**src/rtl/amdds_pkg.sv**
```systemverilog
// Package for the AM carrier generator: configuration register indexes, the
// queue status type and the constant functions that build the sine table.
// Has no dependencies; every other file of the block uses it by scoped names.
package amdds_pkg;

  localparam int CFG_INDEX_W = 2;
  localparam int CFG_DATA_W  = 32;

  localparam logic [CFG_INDEX_W-1:0] REG_PHASE_INC = 2'd0;
  localparam logic [CFG_INDEX_W-1:0] REG_MOD_DEPTH = 2'd1;

  localparam logic [31:0] PHASE_INC_RST = 32'd61847529;
  localparam logic [15:0] MOD_DEPTH_RST = 16'd29491;

  localparam int AMP_W = 17;
  localparam logic signed [AMP_W-1:0] AMP_FULL = 17'sd32768;

  // Pi in Q60, used while the sine table is built at elaboration.
  localparam logic [63:0] PI_Q60 = 64'h3243_F6A8_885A_308D;

  typedef struct packed {
    logic full;
    logic empty;
  } fifo_status_t;

  // Bits [sh+63:sh] of the full 128-bit product a*b.
  function automatic logic [63:0] mul_shr(input logic [63:0] a, input logic [63:0] b,
                                          input int unsigned sh);
    logic [127:0] p;
    p = {64'd0, a} * {64'd0, b};
    p = p >> sh;
    return p[63:0];
  endfunction

  // One Taylor step divides by (k+1)*(k+2); each divisor is written out.
  function automatic logic [63:0] div_step(input logic [63:0] t, input int unsigned k);
    logic [63:0] r;
    unique case (k)
      1:  r = t / 64'd6;
      3:  r = t / 64'd20;
      5:  r = t / 64'd42;
      7:  r = t / 64'd72;
      9:  r = t / 64'd110;
      11: r = t / 64'd156;
      13: r = t / 64'd210;
      15: r = t / 64'd272;
      17: r = t / 64'd342;
      19: r = t / 64'd420;
      21: r = t / 64'd506;
      23: r = t / 64'd600;
      25: r = t / 64'd702;
      27: r = t / 64'd812;
      29: r = t / 64'd930;
      31: r = t / 64'd1056;
      33: r = t / 64'd1190;
      35: r = t / 64'd1332;
      37: r = t / 64'd1482;
      39: r = t / 64'd1640;
      41: r = t / 64'd1806;
      43: r = t / 64'd1980;
      45: r = t / 64'd2162;
      47: r = t / 64'd2352;
      49: r = t / 64'd2550;
      51: r = t / 64'd2756;
      53: r = t / 64'd2970;
      55: r = t / 64'd3192;
      57: r = t / 64'd3422;
      59: r = t / 64'd3660;
      default: r = 64'd0;
    endcase
    return r;
  endfunction

  // trunc(sin(2*pi*i/2^tbits) * 32767) for a point inside the first quadrant.
  function automatic logic signed [15:0] quarter_value(input int unsigned i,
                                                       input int unsigned tbits);
    logic [63:0] x;
    logic [63:0] x2;
    logic [63:0] term;
    logic [63:0] sum;
    logic [63:0] scaled;
    logic        neg;
    logic        go;
    x    = mul_shr(PI_Q60, 64'(i), tbits - 1);
    x2   = mul_shr(x, x, 60);
    term = x;
    sum  = x;
    neg  = 1'b1;
    go   = 1'b1;
    for (int unsigned k = 1; k < 60; k += 2) begin
      if (go) begin
        if (term == 64'd0) begin
          go = 1'b0;
        end else begin
          term = div_step(mul_shr(term, x2, 60), k);
          if (neg) begin
            sum = sum - term;
          end else begin
            sum = sum + term;
          end
          neg = !neg;
        end
      end
    end
    scaled = mul_shr(sum, 64'd32767, 60);
    return scaled[15:0];
  endfunction

  // Whole-cycle table entry, built by quadrant symmetry.
  function automatic logic signed [15:0] sin_entry(input int unsigned i,
                                                   input int unsigned tbits);
    int unsigned len;
    int unsigned q;
    int unsigned h;
    logic signed [15:0] v;
    len = 32'd1 << tbits;
    q   = len >> 2;
    h   = len >> 1;
    if (i == 0 || i == h) begin
      v = 16'sd0;
    end else if (i == q) begin
      v = 16'sd32767;
    end else if (i == 3 * q) begin
      v = -16'sd32767;
    end else if (i < q) begin
      v = quarter_value(i, tbits);
    end else if (i < h) begin
      v = quarter_value(h - i, tbits);
    end else if (i < 3 * q) begin
      v = -quarter_value(i - h, tbits);
    end else begin
      v = -quarter_value(len - i, tbits);
    end
    return v;
  endfunction

endpackage

```
**src/rtl/amdds_front.sv**
```systemverilog
// Front stage: accepts ticks, advances the phase accumulator and works out
// the new carrier amplitude. Depends on amdds_pkg.
module amdds_front #(
  parameter int TABLE_BITS = 8
) (
  input  logic                       clk,
  input  logic                       rst_n,
  input  logic                       in_valid,
  output logic                       in_stall,
  input  logic                       in_new_sample,
  input  logic signed [15:0]         in_audio_sample,
  input  logic [31:0]                phase_inc_i,
  input  logic [15:0]                mod_depth_i,
  input  amdds_pkg::fifo_status_t    fifo_status_i,
  output logic                       push_o,
  output logic [TABLE_BITS+amdds_pkg::AMP_W:0] push_data_o
);

  logic                                  f_valid_r;
  logic                                  f_new_r;
  logic signed [amdds_pkg::AMP_W-1:0]    f_amp_r;
  logic [TABLE_BITS-1:0]                 f_idx_r;
  logic [31:0]                           phase_acc_r;

  logic        f_rdy;
  logic        accept;
  logic [15:0] offset;
  logic [31:0] drop_prod;
  logic signed [amdds_pkg::AMP_W-1:0] amp_nxt;

  assign f_rdy    = !f_valid_r || !fifo_status_i.full;
  assign in_stall = !f_rdy;
  assign accept   = in_valid && f_rdy;
  assign push_o   = f_valid_r && !fifo_status_i.full;

  // audio + 32768 is the sample with its sign bit flipped.
  assign offset    = {~in_audio_sample[15], in_audio_sample[14:0]};
  assign drop_prod = offset * mod_depth_i;
  assign amp_nxt   = amdds_pkg::AMP_FULL - $signed({1'b0, drop_prod[31:16]});

  assign push_data_o = {f_new_r, f_amp_r, f_idx_r};

  always_ff @(posedge clk) begin
    if (!rst_n) begin
      f_valid_r   <= 1'b0;
      phase_acc_r <= 32'd0;
    end else begin
      if (f_rdy) begin
        f_valid_r <= in_valid;
      end
      if (accept) begin
        phase_acc_r <= phase_acc_r + phase_inc_i;
      end
    end
  end

  always_ff @(posedge clk) begin
    if (accept) begin
      f_new_r <= in_new_sample;
      f_amp_r <= amp_nxt;
      f_idx_r <= phase_acc_r[31 -: TABLE_BITS];
    end
  end

  a_phase_advance: assert property (@(posedge clk) disable iff (!rst_n)
    accept |=> phase_acc_r == $past(phase_acc_r) + $past(phase_inc_i))
    else $error("phase accumulator did not advance by the step");

endmodule

```
**src/rtl/amdds_fifo.sv**
```systemverilog
// Short queue between the front and back stages.
// Depends on amdds_pkg for the status struct.
module amdds_fifo #(
  parameter int WIDTH = 26,
  parameter int DEPTH = 4
) (
  input  logic                    clk,
  input  logic                    rst_n,
  input  logic                    push_i,
  input  logic [WIDTH-1:0]        push_data_i,
  input  logic                    pop_i,
  output logic [WIDTH-1:0]        pop_data_o,
  output amdds_pkg::fifo_status_t status_o
);

  localparam int AW = $clog2(DEPTH);
  localparam int CW = $clog2(DEPTH + 1);

  logic [WIDTH-1:0] mem_r [DEPTH];
  logic [AW-1:0]    wr_ptr_r;
  logic [AW-1:0]    rd_ptr_r;
  logic [CW-1:0]    count_r;

  assign status_o.full  = (count_r == CW'(DEPTH));
  assign status_o.empty = (count_r == '0);
  assign pop_data_o     = mem_r[rd_ptr_r];

  always_ff @(posedge clk) begin
    if (!rst_n) begin
      wr_ptr_r <= '0;
      rd_ptr_r <= '0;
      count_r  <= '0;
    end else begin
      if (push_i) begin
        wr_ptr_r <= (wr_ptr_r == AW'(DEPTH - 1)) ? '0 : wr_ptr_r + 1'b1;
      end
      if (pop_i) begin
        rd_ptr_r <= (rd_ptr_r == AW'(DEPTH - 1)) ? '0 : rd_ptr_r + 1'b1;
      end
      if (push_i && !pop_i) begin
        count_r <= count_r + 1'b1;
      end else if (pop_i && !push_i) begin
        count_r <= count_r - 1'b1;
      end
    end
  end

  always_ff @(posedge clk) begin
    if (push_i) begin
      mem_r[wr_ptr_r] <= push_data_i;
    end
  end

  a_no_overflow: assert property (@(posedge clk) disable iff (!rst_n)
    !(push_i && status_o.full))
    else $error("push into a full queue");

  a_no_underflow: assert property (@(posedge clk) disable iff (!rst_n)
    !(pop_i && status_o.empty))
    else $error("pop from an empty queue");

  a_count_bound: assert property (@(posedge clk) disable iff (!rst_n)
    count_r <= CW'(DEPTH))
    else $error("queue count beyond depth");

endmodule

```
**src/rtl/amdds_back.sv**
```systemverilog
// Back stages: carrier amplitude state, sine table lookup, scaling multiply
// and the output register. Depends on amdds_pkg for the table and types.
module amdds_back #(
  parameter int TABLE_BITS = 8
) (
  input  logic                       clk,
  input  logic                       rst_n,
  input  amdds_pkg::fifo_status_t    fifo_status_i,
  input  logic [TABLE_BITS+amdds_pkg::AMP_W:0] pop_data_i,
  output logic                       pop_o,
  output logic                       out_valid,
  input  logic                       out_stall,
  output logic signed [6:0]          out_dac_sample
);

  localparam int ROM_LEN = 1 << TABLE_BITS;
  localparam int AW      = amdds_pkg::AMP_W;

  logic signed [15:0] sin_rom [ROM_LEN];

  for (genvar g = 0; g < ROM_LEN; g++) begin : g_rom
    localparam logic signed [15:0] ROM_ENTRY = amdds_pkg::sin_entry(g, TABLE_BITS);
    assign sin_rom[g] = ROM_ENTRY;
  end

  logic                    e_new;
  logic signed [AW-1:0]    e_amp;
  logic [TABLE_BITS-1:0]   e_idx;

  logic signed [AW-1:0]    carrier_amp_r;
  logic                    b1_valid_r;
  logic signed [AW-1:0]    b1_amp_r;
  logic signed [15:0]      b1_rom_r;
  logic                    b2_valid_r;
  logic signed [32:0]      prod_r;
  logic                    out_valid_r;
  logic signed [6:0]       dac_r;

  logic                    rdy1;
  logic                    rdy2;
  logic                    rdy3;
  logic signed [AW-1:0]    amp_cur;
  logic signed [32:0]      prod_nxt;

  assign {e_new, e_amp, e_idx} = pop_data_i;

  assign rdy3  = !out_valid_r || !out_stall;
  assign rdy2  = !b2_valid_r || rdy3;
  assign rdy1  = !b1_valid_r || rdy2;
  assign pop_o = !fifo_status_i.empty && rdy1;

  assign amp_cur  = (pop_o && e_new) ? e_amp : carrier_amp_r;
  assign prod_nxt = 33'(b1_amp_r) * 33'(b1_rom_r);

  assign out_valid      = out_valid_r;
  assign out_dac_sample = dac_r;

  always_ff @(posedge clk) begin
    if (!rst_n) begin
      carrier_amp_r <= amdds_pkg::AMP_FULL;
      b1_valid_r    <= 1'b0;
      b2_valid_r    <= 1'b0;
      out_valid_r   <= 1'b0;
    end else begin
      if (pop_o) begin
        carrier_amp_r <= amp_cur;
      end
      if (rdy1) begin
        b1_valid_r <= pop_o;
      end
      if (rdy2) begin
        b2_valid_r <= b1_valid_r;
      end
      if (rdy3) begin
        out_valid_r <= b2_valid_r;
      end
    end
  end

  always_ff @(posedge clk) begin
    if (pop_o) begin
      b1_amp_r <= amp_cur;
      b1_rom_r <= sin_rom[e_idx];
    end
    if (rdy2 && b1_valid_r) begin
      prod_r <= prod_nxt;
    end
    if (rdy3 && b2_valid_r) begin
      dac_r <= prod_r[30:24];
    end
  end

endmodule

```
**src/rtl/am_dds_modulator.sv**
```systemverilog
// Top level of the AM carrier generator: configuration registers and the
// front stage, queue and back stages. Depends on amdds_pkg and its modules.
//
// Usage: each input beat on in_valid/in_stall is one DAC tick. When
// in_new_sample is high the beat carries a fresh audio sample, which sets a
// new carrier amplitude from the modulation depth; otherwise the amplitude is
// kept. Every tick gives exactly one output beat on out_valid/out_stall with
// the signed 7-bit DAC sample: the sine table entry picked by the top phase
// bits, scaled by the amplitude. The phase then advances by the increment.
// An accepted input beat passes the front register, one queue slot, the
// table read register and the multiply register ahead of the output
// register, which drives out_valid; one beat per cycle is sustained when
// the receiver does not stall.
// Configuration is a plain write port (cfg_wr_en, cfg_index, cfg_wdata):
// index 0 is the phase increment, index 1 the modulation depth, others are
// ignored. Reset clears the phase to zero, sets full amplitude and loads the
// default increment and depth; the sine table is constant, so no clearing.
// When the receiver stalls, the back stages hold, the queue fills, and then
// in_stall rises until the output moves again; no beat is lost.
module am_dds_modulator #(
  parameter int TABLE_BITS = 8,
  parameter int FIFO_DEPTH = 4
) (
  input  logic                                 clk,
  input  logic                                 rst_n,
  input  logic                                 in_valid,
  output logic                                 in_stall,
  input  logic                                 in_new_sample,
  input  logic signed [15:0]                   in_audio_sample,
  output logic                                 out_valid,
  input  logic                                 out_stall,
  output logic signed [6:0]                    out_dac_sample,
  input  logic                                 cfg_wr_en,
  input  logic [amdds_pkg::CFG_INDEX_W-1:0]    cfg_index,
  input  logic [amdds_pkg::CFG_DATA_W-1:0]     cfg_wdata
);

  // One queue entry: new-sample flag, amplitude and table index.
  localparam int ENTRY_W = 1 + amdds_pkg::AMP_W + TABLE_BITS;

  logic [31:0] phase_inc_r;
  logic [15:0] mod_depth_r;

  logic                     push;
  logic                     pop;
  logic [ENTRY_W-1:0]       push_data;
  logic [ENTRY_W-1:0]       pop_data;
  amdds_pkg::fifo_status_t  fifo_status;

  // Register writes must arrive only while the block is idle; the block itself does not enforce this.
  always_ff @(posedge clk) begin
    if (!rst_n) begin
      phase_inc_r <= amdds_pkg::PHASE_INC_RST;
      mod_depth_r <= amdds_pkg::MOD_DEPTH_RST;
    end else if (cfg_wr_en) begin
      if (cfg_index == amdds_pkg::REG_PHASE_INC) begin
        phase_inc_r <= cfg_wdata[31:0];
      end
      if (cfg_index == amdds_pkg::REG_MOD_DEPTH) begin
        mod_depth_r <= cfg_wdata[15:0];
      end
    end
  end

  amdds_front #(
    .TABLE_BITS (TABLE_BITS)
  ) u_front (
    .clk             (clk),
    .rst_n           (rst_n),
    .in_valid        (in_valid),
    .in_stall        (in_stall),
    .in_new_sample   (in_new_sample),
    .in_audio_sample (in_audio_sample),
    .phase_inc_i     (phase_inc_r),
    .mod_depth_i     (mod_depth_r),
    .fifo_status_i   (fifo_status),
    .push_o          (push),
    .push_data_o     (push_data)
  );

  amdds_fifo #(
    .WIDTH (ENTRY_W),
    .DEPTH (FIFO_DEPTH)
  ) u_fifo (
    .clk         (clk),
    .rst_n       (rst_n),
    .push_i      (push),
    .push_data_i (push_data),
    .pop_i       (pop),
    .pop_data_o  (pop_data),
    .status_o    (fifo_status)
  );

  amdds_back #(
    .TABLE_BITS (TABLE_BITS)
  ) u_back (
    .clk            (clk),
    .rst_n          (rst_n),
    .fifo_status_i  (fifo_status),
    .pop_data_i     (pop_data),
    .pop_o          (pop),
    .out_valid      (out_valid),
    .out_stall      (out_stall),
    .out_dac_sample (out_dac_sample)
  );

endmodule

```
**config.mk**
```make
export PLATFORM = sky130hd
export DESIGN_NAME = am_dds_modulator
export DESIGN_NICKNAME = d
export VERILOG_FILES = /design/src/rtl/amdds_pkg.sv /design/src/rtl/amdds_front.sv /design/src/rtl/amdds_fifo.sv /design/src/rtl/amdds_back.sv /design/src/rtl/am_dds_modulator.sv
export SDC_FILE = /design/constraint.sdc
export NUM_CORES = 2
export LEC_CHECK = 0
export BUFFER_PORTS_ARGS = -buffer_cell sky130_fd_sc_hd__buf_2
export CORE_ASPECT_RATIO = 0.5
export CORE_UTILIZATION = 65
export DETAILED_ROUTE_END_ITERATION = 6
export GPL_TIMING_DRIVEN = 0
export PLACE_DENSITY = 0.79
export SLEW_MARGIN = 30
export SYNTH_ARGS = -nofsm -noshare
export SYNTH_HDL_FRONTEND = slang
export SYNTH_SLANG_ARGS = --single-unit
```
**constraint.sdc**
```tcl
create_clock -name clk -period 16.37 [get_ports clk]
set_input_delay 1.637 -clock clk [delete_from_list [all_inputs] [get_ports clk]]
set_output_delay 1.637 -clock clk [all_outputs]
set_load 0.01 [all_outputs]
```
==> key figures <==
Run status
  • Status: finished with violations
  • Failing checks: DRC

Clock tree
  • Clock tree root driver cell: clkbuf_16
  • CTS Hold Bufs: 0
  • Latest clock arrival within the worst-skew pair: 0.61 ns
  • CTS Buf Count: 25
  • CTS H-tree lvls: 1
  • Setup bufs post-CTS: 0
  • Clock Path Buffers: 3
  • Cts repair resizes: 0
  • CTS tree: done
  • Clock Pin Slew Worst Setup and Hold Paths: 0.08 ns
  • Clock Sinks: 287

Critical path
  • WP data required: 16.70 ns
  • WP buf/inv: 5
  • Reg2Reg Capture Point: u_back.prod_r[30]$_DFFE_PP_
  • CP arrival: 9.33 ns
  • Cell mode on critical path: fa_1
  • Delay-heaviest family, CP: adder cells
  • Beginning of the critical path: in_audio_sample[12]
  • Slowest cell on crit path: clkbuf_1
  • Worst reg-to-reg setup slack: 8.01 ns
  • Cell Chain, Critical Path: buf_2 -> clkbuf_1 -> nand2_1 -> fa_1 -> fa_1 -> fa_1 -> inv_1 -> fa_1 -> fa_1 -> inv_1 -> fa_1 -> inv_1 -> ha_1 -> a21o_1 -> a21o_1 -> a2111oi_4 -> o31ai_2 -> o21ai_4 -> xor2_2 -> a31oi_1 -> or3_4 -> nand2b_4 -> nor4_2 -> xnor2_1
  • Reg2Reg Depth: 26
  • Setup crit end kind: register
  • Crit path to: u_front.f_amp_r[15]$_DFFE_PP_
  • Reg-to-Reg Start: u_back.b1_rom_r[4]$_DFFE_PP_
  • Crit path launch type: input pin
  • Crit path depth: 24
  • CP Class: in2reg
  • Crit path max fanout: 10
  • CP peak stage delay: 0.62 ns

Yosys
  • Synth cell types: 86
  • Mapped Avg Cell Area: 9.21 sq um
  • Yosys reg bits: 287
  • Netlist Area Pre-Place: 33100 sq um
  • Synth Area in XOR/XNOR: 2.03%
  • Most frequent cells after synthesis: nand2_1 (562), inv_1 (528), fa_1 (456), ha_1 (237), and2_1 (230)
  • Ys flop type: edfxtp_1
  • Synth Warn #: 0
  • Post-Synth Adder-Cell Area: 36.5%
  • Main combinational cell family by area after synthesis: adder cells
  • Most frequent cell after synthesis: nand2_1
  • Mapped Nets: 4344
  • Synth Area in Compound Gates: 11.3%
  • Area share of the largest cell type after synthesis: 27.6%
  • Dominant cell type by area after synthesis: fa_1
  • FFs w/ async S/R, synth: 0%
  • Top cells by area, synth: fa_1 (28%), edfxtp_1 (16%), ha_1 (9.0%)
  • Mux contribution to synthesized area: 2.63%
  • Sequential fraction of the synthesis area: 22.7%
  • Simple-gate share of the synthesized area: 16.4%
  • Number of synthesized flops with an enable pin: 177
  • Post-synthesis cell count: 3595

Die
  • Core area: 50300 sq um
  • Die Wd: 321 um
  • Die H: 162 um
  • Ports: 65
  • Starting Density: 65.8%
  • Site Rows: 58
  • Die ar.: 51900 sq um

STA
  • Tightest Pin Transition: 1.11 ns
  • Fin. Hold Viols: 0
  • Fin worst setup slack: 7.37 ns
  • Relative slew slack: 26.1%
  • Setup Viol. Count Final: 0
  • Minimum clock period: 9.00 ns
  • RSZ-0062 raised after global routing: no
  • Pins Over Slew Limit: 0
  • Ratio of final minimum period to clock period: 55.0%
  • TNS Setup: 0 ns
  • Clk_skew: 0.0332 ns
  • FMAX: 111 MHz

Global route
  • Global-route wire length before repair: 186 mm
  • Global route overflow: 0
  • Pin count of the biggest net entering global routing: 36
  • Total track usage: 48.4%
  • Initial antenna violation count: 3
  • Vias in the first global route: 30900

Drt
  • # DRC: 5
  • Final WL: 125 mm
  • Initial DRC count: 4117
  • Antenna Nets Post-Route: 0
  • DR vias/cell: 6.76
  • DR pass1 iterations: 7
  • WL/cell: 28.3 um
  • Vias: 29800

Cells and area
  • Share of cells above drive strength 1: 5.04%
  • Nets: 4437
  • Area Overhead vs Synth: 6.54%
  • Layout Cells excl Fill: 4401

Placed design
  • Placed Cells: 4351
  • Pre-CTS setup slack: 6.99 ns
  • Detailed placement HPWL: 93.0 mm
  • Port-buffer cells: 64
  • Routability Congestion: 1.10

Flow run
  • MaxCap Viol Count: 0

Min path
  • Hold Crit Class: reg2reg
==> metal layers <==
| metal | GRT usage, % | wire length, um | part of all wire [%] | up-vias |
|---|---|---|---|---|
| met5 | 1.76 | 209 | 0.17 | - |
| met2 | 76.1 | 54300 | 44 | 2749 |
| li1 | - | - | - | 12000 |
| met4 | 32.0 | 10800 | 8.7 | 8 |
| met3 | 15.0 | 16600 | 13 | 867 |
| met1 | 57.8 | 42800 | 34 | 14200 |
==> registers in the layout, indices dropped and copies added, names as in the netlist, 2 cells and up, named ones only <==
name / flops
u_fifo.mem_r: 104
u_fifo.count_r: 3
phase_inc_r: 32
mod_depth_r: 16
u_fifo.wr_ptr_r: 2
u_back.out_dac_sample: 7
u_back.prod_r: 7
u_back.carrier_amp_r: 17
u_back.b1_rom_r: 16
u_front.f_amp_r: 17
u_front.phase_acc_r: 32
u_back.b1_amp_r: 17
u_fifo.rd_ptr_r: 2
u_front.f_idx_r: 8
==> cell families after synthesis <==
group / after synthesis
compound gates: 585
xor+xnor: 76
fa+ha+maj: 693
buf+inv: 735
flops: 287
mux: 60
simple gates: 1159
==> stage by stage <==
step	instance area [sq um]	util, %	hold WS [ns]
finish	35300	70.1	0.434
CTS	35200	70.1	0.430
global placement	34300	68.2	0.401
detailed placement	34300	68.3	0.412
floorplan	33100	-	0.400
global route	35300	70.1	0.432
==> worst register-to-register path, delay by kind of cell, from the launching register on <==
family / cells / cell delay, ns
fa+ha+maj: 7 / 3.32
compound gates: 5 / 1.88
buf+inv: 7 / 1.32
simple gates: 6 / 1.15
flops: 1 / 0.33
xor+xnor: 1 / 0.10
==> layout by cell type (no fill, tap or decap), types with 22 or more instances in the layout <==
| cell | count |
|---|---|
| nand2_1 | 562 |
| inv_1 | 527 |
| fa_1 | 456 |
| ha_1 | 237 |
| and2_1 | 226 |
| a21oi_1 | 188 |
| clkbuf_1 | 178 |
| edfxtp_1 | 177 |
| nor2_1 | 131 |
| o21ai_0 | 115 |
| dfxtp_1 | 110 |
| nand3_1 | 74 |
| buf_2 | 68 |
| xnor2_1 | 53 |
| a31oi_1 | 42 |
| nand2b_1 | 41 |
| nor3_1 | 33 |
| o211ai_1 | 32 |
| a211oi_1 | 29 |
| clkbuf_16 | 26 |
| mux2_2 | 25 |
| a21o_1 | 23 |
| xor2_1 | 22 |
==> cell type report <==
cell class              instances  area [sq um]
multi-input cells            2573         22900
plain buffers                 204           778
clock inverters                11           171
repair buffers                 66           352
diodes                          4          10.0
inverters                     531          1990
clock buffers                  35           736
fillers                      3334         15000
flip-flops and latches        287          7520
well taps                     690           863
==> how the worst min path moves through the flow <==
| stage | from | to | slack, ns | cells after the start |
|---|---|---|---|---|
| 2_1_floorplan | u_back.prod_r[24]$_DFFE_PP_ | u_back.out_dac_sample[0]$_DFFE_PP_ | 0.40 | 0 |
| 3_3_place_gp | u_back.prod_r[30]$_DFFE_PP_ | u_back.out_dac_sample[6]$_DFFE_PP_ | 0.40 | 0 |
| 3_5_place_dp | u_back.prod_r[30]$_DFFE_PP_ | u_back.out_dac_sample[6]$_DFFE_PP_ | 0.41 | 0 |
| 4_1_cts | u_back.prod_r[30]$_DFFE_PP_ | u_back.out_dac_sample[6]$_DFFE_PP_ | 0.43 | 0 |
| 5_1_grt | u_back.prod_r[30]$_DFFE_PP_ | u_back.out_dac_sample[6]$_DFFE_PP_ | 0.43 | 0 |
| 6_report | u_back.prod_r[30]$_DFFE_PP_ | u_back.out_dac_sample[6]$_DFFE_PP_ | 0.43 | 0 |
Power is not shown: default switching activity piles up to over one toggle a cycle in this logic, so the estimate is an artifact.
